===== src/rtl/vcc_pkg.sv =====
`default_nettype none
package vcc_pkg;

	localparam logic [1:0] ACT_SPH  = 2'd0;
	localparam logic [1:0] ACT_CYL  = 2'd1;
	localparam logic [1:0] ACT_MAGT = 2'd2;
	localparam logic [1:0] ACT_MAG  = 2'd3;

	localparam int SQRT_STEPS = 32;
	localparam int ATAN_LEN   = 30;

	localparam logic [29:0] INV_TWO_PI = 30'd683565276;
	localparam logic signed [33:0] CORDIC_GAIN = 34'sh026DD3B6A;

	// one item inside the iteration chain
	typedef struct packed {
		logic [1:0]         action;
		logic               last;
		logic signed [31:0] a;
		logic signed [31:0] c;
		logic [1:0]         qb;
		logic [1:0]         qc;
		logic signed [33:0] xb;
		logic signed [33:0] yb;
		logic signed [33:0] zb;
		logic signed [33:0] xc;
		logic signed [33:0] yc;
		logic signed [33:0] zc;
		logic [63:0]        n;
		logic [63:0]        res;
	} vcc_iter_t;

	// arctangent of 2^-i in Q0.32 turns
	function automatic logic [29:0] atan_turn(input int i);
		logic [29:0] r;
		unique case (i)
			0: r = 30'h20000000;  1: r = 30'h12E4051E;  2: r = 30'h09FB385B;
			3: r = 30'h051111D4;  4: r = 30'h028B0D43;  5: r = 30'h0145D7E1;
			6: r = 30'h00A2F61E;  7: r = 30'h00517C55;  8: r = 30'h0028BE53;
			9: r = 30'h00145F2F;  10: r = 30'h000A2F98; 11: r = 30'h000517CC;
			12: r = 30'h00028BE6; 13: r = 30'h000145F3; 14: r = 30'h0000A2FA;
			15: r = 30'h0000517D; 16: r = 30'h000028BE; 17: r = 30'h0000145F;
			18: r = 30'h00000A30; 19: r = 30'h00000518; 20: r = 30'h0000028C;
			21: r = 30'h00000146; 22: r = 30'h000000A3; 23: r = 30'h00000051;
			24: r = 30'h00000029; 25: r = 30'h00000014; 26: r = 30'h0000000A;
			27: r = 30'h00000005; 28: r = 30'h00000003; 29: r = 30'h00000001;
			default: r = 30'h0;
		endcase
		return r;
	endfunction

	// add one half and drop 30 fraction bits, rounding to nearest with ties upward
	function automatic logic signed [41:0] rnd_q30(input logic signed [71:0] p);
		logic signed [71:0] t;
		t = (p + 72'sd536870912) >>> 30;
		return t[41:0];
	endfunction

	// clamp to signed 32 bits, flag in the top bit
	function automatic logic [32:0] sat32(input logic signed [41:0] v);
		logic [32:0] r;
		if (v > 42'sd2147483647) begin
			r = {1'b1, 32'h7FFFFFFF};
		end else if (v < -42'sd2147483648) begin
			r = {1'b1, 32'h80000000};
		end else begin
			r = {1'b0, v[31:0]};
		end
		return r;
	endfunction

endpackage
`default_nettype wire


===== src/rtl/vcc_step.sv =====
`default_nettype none
module vcc_step #(
	parameter int IDX = 0,
	parameter int NC  = 20
) (
	input  wire logic               clk,
	input  wire logic               arst_n,
	input  wire logic               ce,
	input  wire logic               v_i,
	input  wire vcc_pkg::vcc_iter_t d_i,
	output logic                    v_o,
	output vcc_pkg::vcc_iter_t      d_o
);

	localparam logic [63:0] BIT = 64'h1 << (62 - 2 * IDX);
	localparam logic signed [33:0] ATAN = 34'(vcc_pkg::atan_turn(IDX));

	vcc_pkg::vcc_iter_t nx;
	logic [63:0]        t;

	always_comb begin
		nx = d_i;
		if (IDX < NC) begin
			if (!d_i.zb[33]) begin
				nx.xb = d_i.xb - (d_i.yb >>> IDX);
				nx.yb = d_i.yb + (d_i.xb >>> IDX);
				nx.zb = d_i.zb - ATAN;
			end else begin
				nx.xb = d_i.xb + (d_i.yb >>> IDX);
				nx.yb = d_i.yb - (d_i.xb >>> IDX);
				nx.zb = d_i.zb + ATAN;
			end
			if (!d_i.zc[33]) begin
				nx.xc = d_i.xc - (d_i.yc >>> IDX);
				nx.yc = d_i.yc + (d_i.xc >>> IDX);
				nx.zc = d_i.zc - ATAN;
			end else begin
				nx.xc = d_i.xc + (d_i.yc >>> IDX);
				nx.yc = d_i.yc - (d_i.xc >>> IDX);
				nx.zc = d_i.zc + ATAN;
			end
		end
		// one root digit
		t = d_i.res + BIT;
		if (d_i.n >= t) begin
			nx.n   = d_i.n - t;
			nx.res = (d_i.res >> 1) + BIT;
		end else begin
			nx.res = d_i.res >> 1;
		end
	end

	always_ff @(posedge clk or negedge arst_n) begin
		if (!arst_n) begin
			v_o <= 1'b0;
		end else if (ce) begin
			v_o <= v_i;
		end
	end

	always_ff @(posedge clk) begin
		if (ce) begin
			d_o <= nx;
		end
	end

endmodule
`default_nettype wire


===== config.mk =====
export PLATFORM = sky130hd
export DESIGN_NAME = vcc_step
export DESIGN_NICKNAME = d
export VERILOG_FILES = /design/src/rtl/vcc_pkg.sv /design/src/rtl/vcc_step.sv
export SDC_FILE = /design/constraint.sdc
export NUM_CORES = 1
export LEC_CHECK = 0
export ABC_AREA = 1
export BUFFER_PORTS_ARGS = -buffer_cell sky130_fd_sc_hd__buf_2
export CAP_MARGIN = 0
export CORE_AREA = 2 2 319 321
export DETAILED_ROUTE_END_ITERATION = 16
export DIE_AREA = 0 0 321 323
export PLACE_DENSITY = 0.5
export SETUP_SLACK_MARGIN = 0.1
export SYNTH_ARGS = -nofsm -noshare
export SYNTH_HDL_FRONTEND = slang
export SYNTH_SLANG_ARGS = --single-unit

===== constraint.sdc =====
create_clock -name clk -period 2 [get_ports clk]
set_input_delay 0.1 -clock clk [delete_from_list [all_inputs] [get_ports clk]]
set_output_delay 0.1 -clock clk [all_outputs]
set_load 0.02 [all_outputs]

---- Word level (Yosys, flattened, before mapping) ----
Cells that the tools add are included.
storage, ports and cells
  bits in registers ....................... 404
  bits in latches ......................... 0
  bits in writable memories ............... 0
  bits in read-only memories .............. 0
  input bits .............................. 407
  output and inout bits ................... 404
  word-level logic and storage cells ...... 34
  memories ................................ 0
operators by class
  add/subtract/negate cells ............... 13
  $mul .................................... 0
  div/mod/pow operators ................... 0
  $lt $le $gt $ge ......................... 1
  equal/unequal tests ..................... 0
  shift-type cells ........................ 0
  mux-type cells .......................... 4
  bitwise logic cells ..................... 0
  reduce and logical (&&, ||, !) cells .... 0
operators with widths
  operator                count
  $mux 102                2
  $sub 34x34->34          4
  $add 34x31->34 const B  2
  $add 34x34->34          2
  $sub 34x31->34 const B  2
  $add 63x63->64 const B  1
  $add 64x63->64 const B  1
  $ge 64x64->1            1
  $mux 64                 1
  $sub 64x64->64          1
  $mux 63                 1

---- Logic depth before layout (Yosys ltp) ----
  depth after elaboration ................. 3
  gate-level depth with buffers ........... 18
  gate-level depth less buffers ........... 17

---- Least setup slack after synthesis ----
Ideal clock, no wire load.
  path type ............................... in2reg
  start point ............................. input port d_i[64] (netlist bit)
  end point ............................... register d_o[119] (netlist bit) (data pin)
  setup time .............................. 0.253 ns
  arrival time ............................ 1.827 ns
  required time ........................... 1.747 ns
  setup slack ............................. -0.080 ns
  stages on the path ...................... 18
  path buffers ............................ 1
  cells stage by stage .................... inv_1 > ha_1 > fa_1 > inv_1 > nand3_1 > nand2_4 > nand2_1 > nand2_2 > nand2_2 > nand2_2 > nand2_2 > nand3_2 > nand2_2 > nand2_4 > inv_4 > buf_2 > nand2_1 > nand2_1
RTL lines
  item                    line            source
  start: declaration      vcc_step.sv:10  input wire vcc_pkg::vcc_iter_t d_i,
  end signal: assignment  vcc_step.sv:63  d_o <= nx;
  end: declaration        vcc_step.sv:12  output vcc_pkg::vcc_iter_t d_o

==> impl_metrics.env <==
export IMPL_drive_gt1_share_pct=29.7
export IMPL_synth_common_cells="nand2_1 (1,524), inv_1 (781), nor2_1 (415)"
export IMPL_ant_nets=0
export IMPL_fmax_mhz=546
export IMPL_grt_first_pass_wirelength_um=235000
export IMPL_gr_usage_all_layers_pct=30.4
export IMPL_synth_area_top_cells="edfxtp_1 (36%), nand2_1 (17%), ha_1 (10%), inv_1 (8.8%), nand3_1 (5.6%)"
export IMPL_cp_max_fo=6
export IMPL_cp_arrival_ns=2.24
export IMPL_powerDensity_nw_per_um2=665
export IMPL_cts_tree="done"
export IMPL_synth_edf_count=401
export IMPL_rsz0062_at_grt="no"
export IMPL_vias=39300
export IMPL_syn_nets=5401
export IMPL_synth_top_area_share_pct=36.3
export IMPL_hpwl_um=136000
export IMPL_synth_xor_area_share_pct=2.56
export IMPL_place_congestion=0.989
export IMPL_wl_um=164000
export IMPL_max_slew_margin_rel_pct=58.4
export IMPL_synth_main_ff_cell="edfxtp_1"
export IMPL_die_h_um=323
export IMPL_crit_path_end_kind="flop"
export IMPL_synth_avg_cell_area_sq_um=7.03
export IMPL_worst_slack_ns=0.170
export IMPL_num_fill_cells=10200
export IMPL_dieArea_sq_um=104000
export IMPL_grt_ovfl_total=0
export IMPL_placed_area_sq_um=46600
export IMPL_synth_most_common_cell="nand2_1"
export IMPL_synth_top_family_by_area="simple AND/OR/NAND/NOR gates"
export IMPL_areaGrowthSynthToFinish_pct=54.1
export IMPL_core_area_sq_um=101000
export IMPL_numPortBuffers=810
export IMPL_synthArstFlopShare_pct=0.249
export IMPL_nets=7507
export IMPL_placementRows=117
export IMPL_maxSlewViolCount=0
export IMPL_drc=0
export IMPL_fin_crit_sh_pct=91.5
export IMPL_grt_pass1_vias=37800
export IMPL_period_needed_ns=1.83
export IMPL_setup_viol=0
export IMPL_clock_sinks=402
export IMPL_p_total_mw=34.0
export IMPL_place_inst=7803
export IMPL_grt_max_degree=69
export IMPL_start_util_pct=32.9
export IMPL_hp_class="in -> reg"
export IMPL_start_kind="input port"
export IMPL_synthAdderAreaFrac_pct=10.7
export IMPL_hold_worst_slack_ns=0.0310
export IMPL_htreeDepth=2
export IMPL_avgRoutedWirePerCell_um=20.0
export IMPL_finClkSkew_ns=0
export IMPL_postLayoutCoreUtil_pct=50.7
export IMPL_critPathKind="in -> reg"
export IMPL_worstMarginPinSlew_ns=0.623
export IMPL_synth_top_area_cell="edfxtp_1"
export IMPL_antenna_found_initial=23
export IMPL_place_ws_ns=-0.508
export IMPL_insertion_delay_ns=0.65
export IMPL_io_pins=811
export IMPL_drt_pass1_iter_count=8
export IMPL_cts_buffers=50
export IMPL_drt_iter0_drc=3157
export IMPL_synth_compound_area_share_pct=9.75
export IMPL_yosysWarnings=0
export IMPL_final_area_sq_um=51100
export IMPL_maxCapViolCount=0
export IMPL_ys_types=48
export IMPL_ys_seq_elements=402
export IMPL_syn_cell_area_sq_um=33100
export IMPL_clockRootBuffer="clkbuf_16"
export IMPL_synth_simple_area_share_pct=30.1
export IMPL_via_per_inst=4.80
export IMPL_syn_inst=4717
export IMPL_synth_seq_area_share_pct=36.4
export IMPL_instances_no_fill=8176
export IMPL_muxShareOfSynthArea_pct=0.0340
export IMPL_setup_tns_ns=0
export IMPL_cp_required_ns=2.41
export IMPL_power_leakage_nw=27.1
export IMPL_clk_pin_slew_ns=0.06
export IMPL_clockBufferDepth=3
export IMPL_status="completed"
export IMPL_irDropWorstVdd_mv=0.639
export IMPL_hold_viol=0
export IMPL_die_w_um=321
flip-flops by register name, summed over array words and instances, names as in the netlist:
signal  cells
v_o         1
d_o       401
placed cells by master (no fill, tap or decap), types with 26 or more instances in the layout:
master         count
nand4_1           32
dlygate4sd3_1    276
nor2_1           411
clkbuf_16         50
nand3_1          367
nand2_1         1518
a21o_1            26
nor3_1            37
buf_4           1045
buf_2            808
xor2_1            95
o21ai_0          186
inv_1            778
edfxtp_1         401
ha_1             265
a21oi_1          314
repair_timing:
item                                   4_1_cts  5_1_grt
buffers inserted                             0        1
hold buffers                               276        0
endpoints found under the hold margin      315        0
gates resized for setup                      0       26
setup endpoints to repair                    0       38
worst paths after layout:
check                      endpoint  depth (start not counted)  slack, ns     start
hold reg to reg                 v_o                          2       1.07       v_o
setup reg to reg                v_o                          2       0.69       v_o
max in group asynchronous       v_o                          3       1.60    arst_n
min in group asynchronous       v_o                          3       0.29    arst_n
setup / recovery           d_o[291]                         13       0.17  d_i[276]
hold / removal              d_o[65]                          4       0.03   d_i[65]
area by class of cell:
class / count / area [sq um] / area share, %
multi-input cells: 3422 / 17700 / 34.6
well taps: 1309 / 1640 / 3.21
clock buffers: 56 / 1270 / 2.49
diodes: 7 / 17.5 / 0.0343
flip-flops and latches: 402 / 12100 / 23.6
repair buffers: 2149 / 15000 / 29.4
inverters: 798 / 3010 / 5.90
clock inverters: 33 / 333 / 0.652
cells by family (layout without fill, tap and decap cells):
kind of cell	after synthesis	after routing
flip-flops	402	402
buffers and inverters	893	3036
adder cells (fa/ha/maj)	277	277
multiplexers	1	1
AO/OA/AOI/OAI	608	608
XOR/XNOR	97	97
other	0	7
AND/OR/NAND/NOR	2439	2439
worst max-delay path: stages:
cell and delay, ns:
buf_2 0.12, inv_1 0.05, ha_1 0.38, inv_1 0.08
a21oi_1 0.20, buf_4 0.14, o21ai_0 0.13, a21oi_1 0.44
nor2_1 0.14, nor2_1 0.18, nand3_1 0.11, nand3_1 0.11
nand2_1 0.06
power breakdown:
group	switching, mW	internal, mW
clock	4.16	5.14
sequential	0.527	10.5
combinational	8.09	5.54
total	12.8	21.2
routing by layer:
| layer | vias up | track usage (%) | wire length [um] |
|---|---|---|---|
| li1 | 19300 | - | - |
| met1 | 18300 | 39.5 | 70500 |
| met2 | 1375 | 50.1 | 74200 |
| met3 | 265 | 4.61 | 11000 |
| met4 | 16 | 13.3 | 7910 |
| met5 | - | 0 | 102 |
Power figures use the tool's default switching activity.
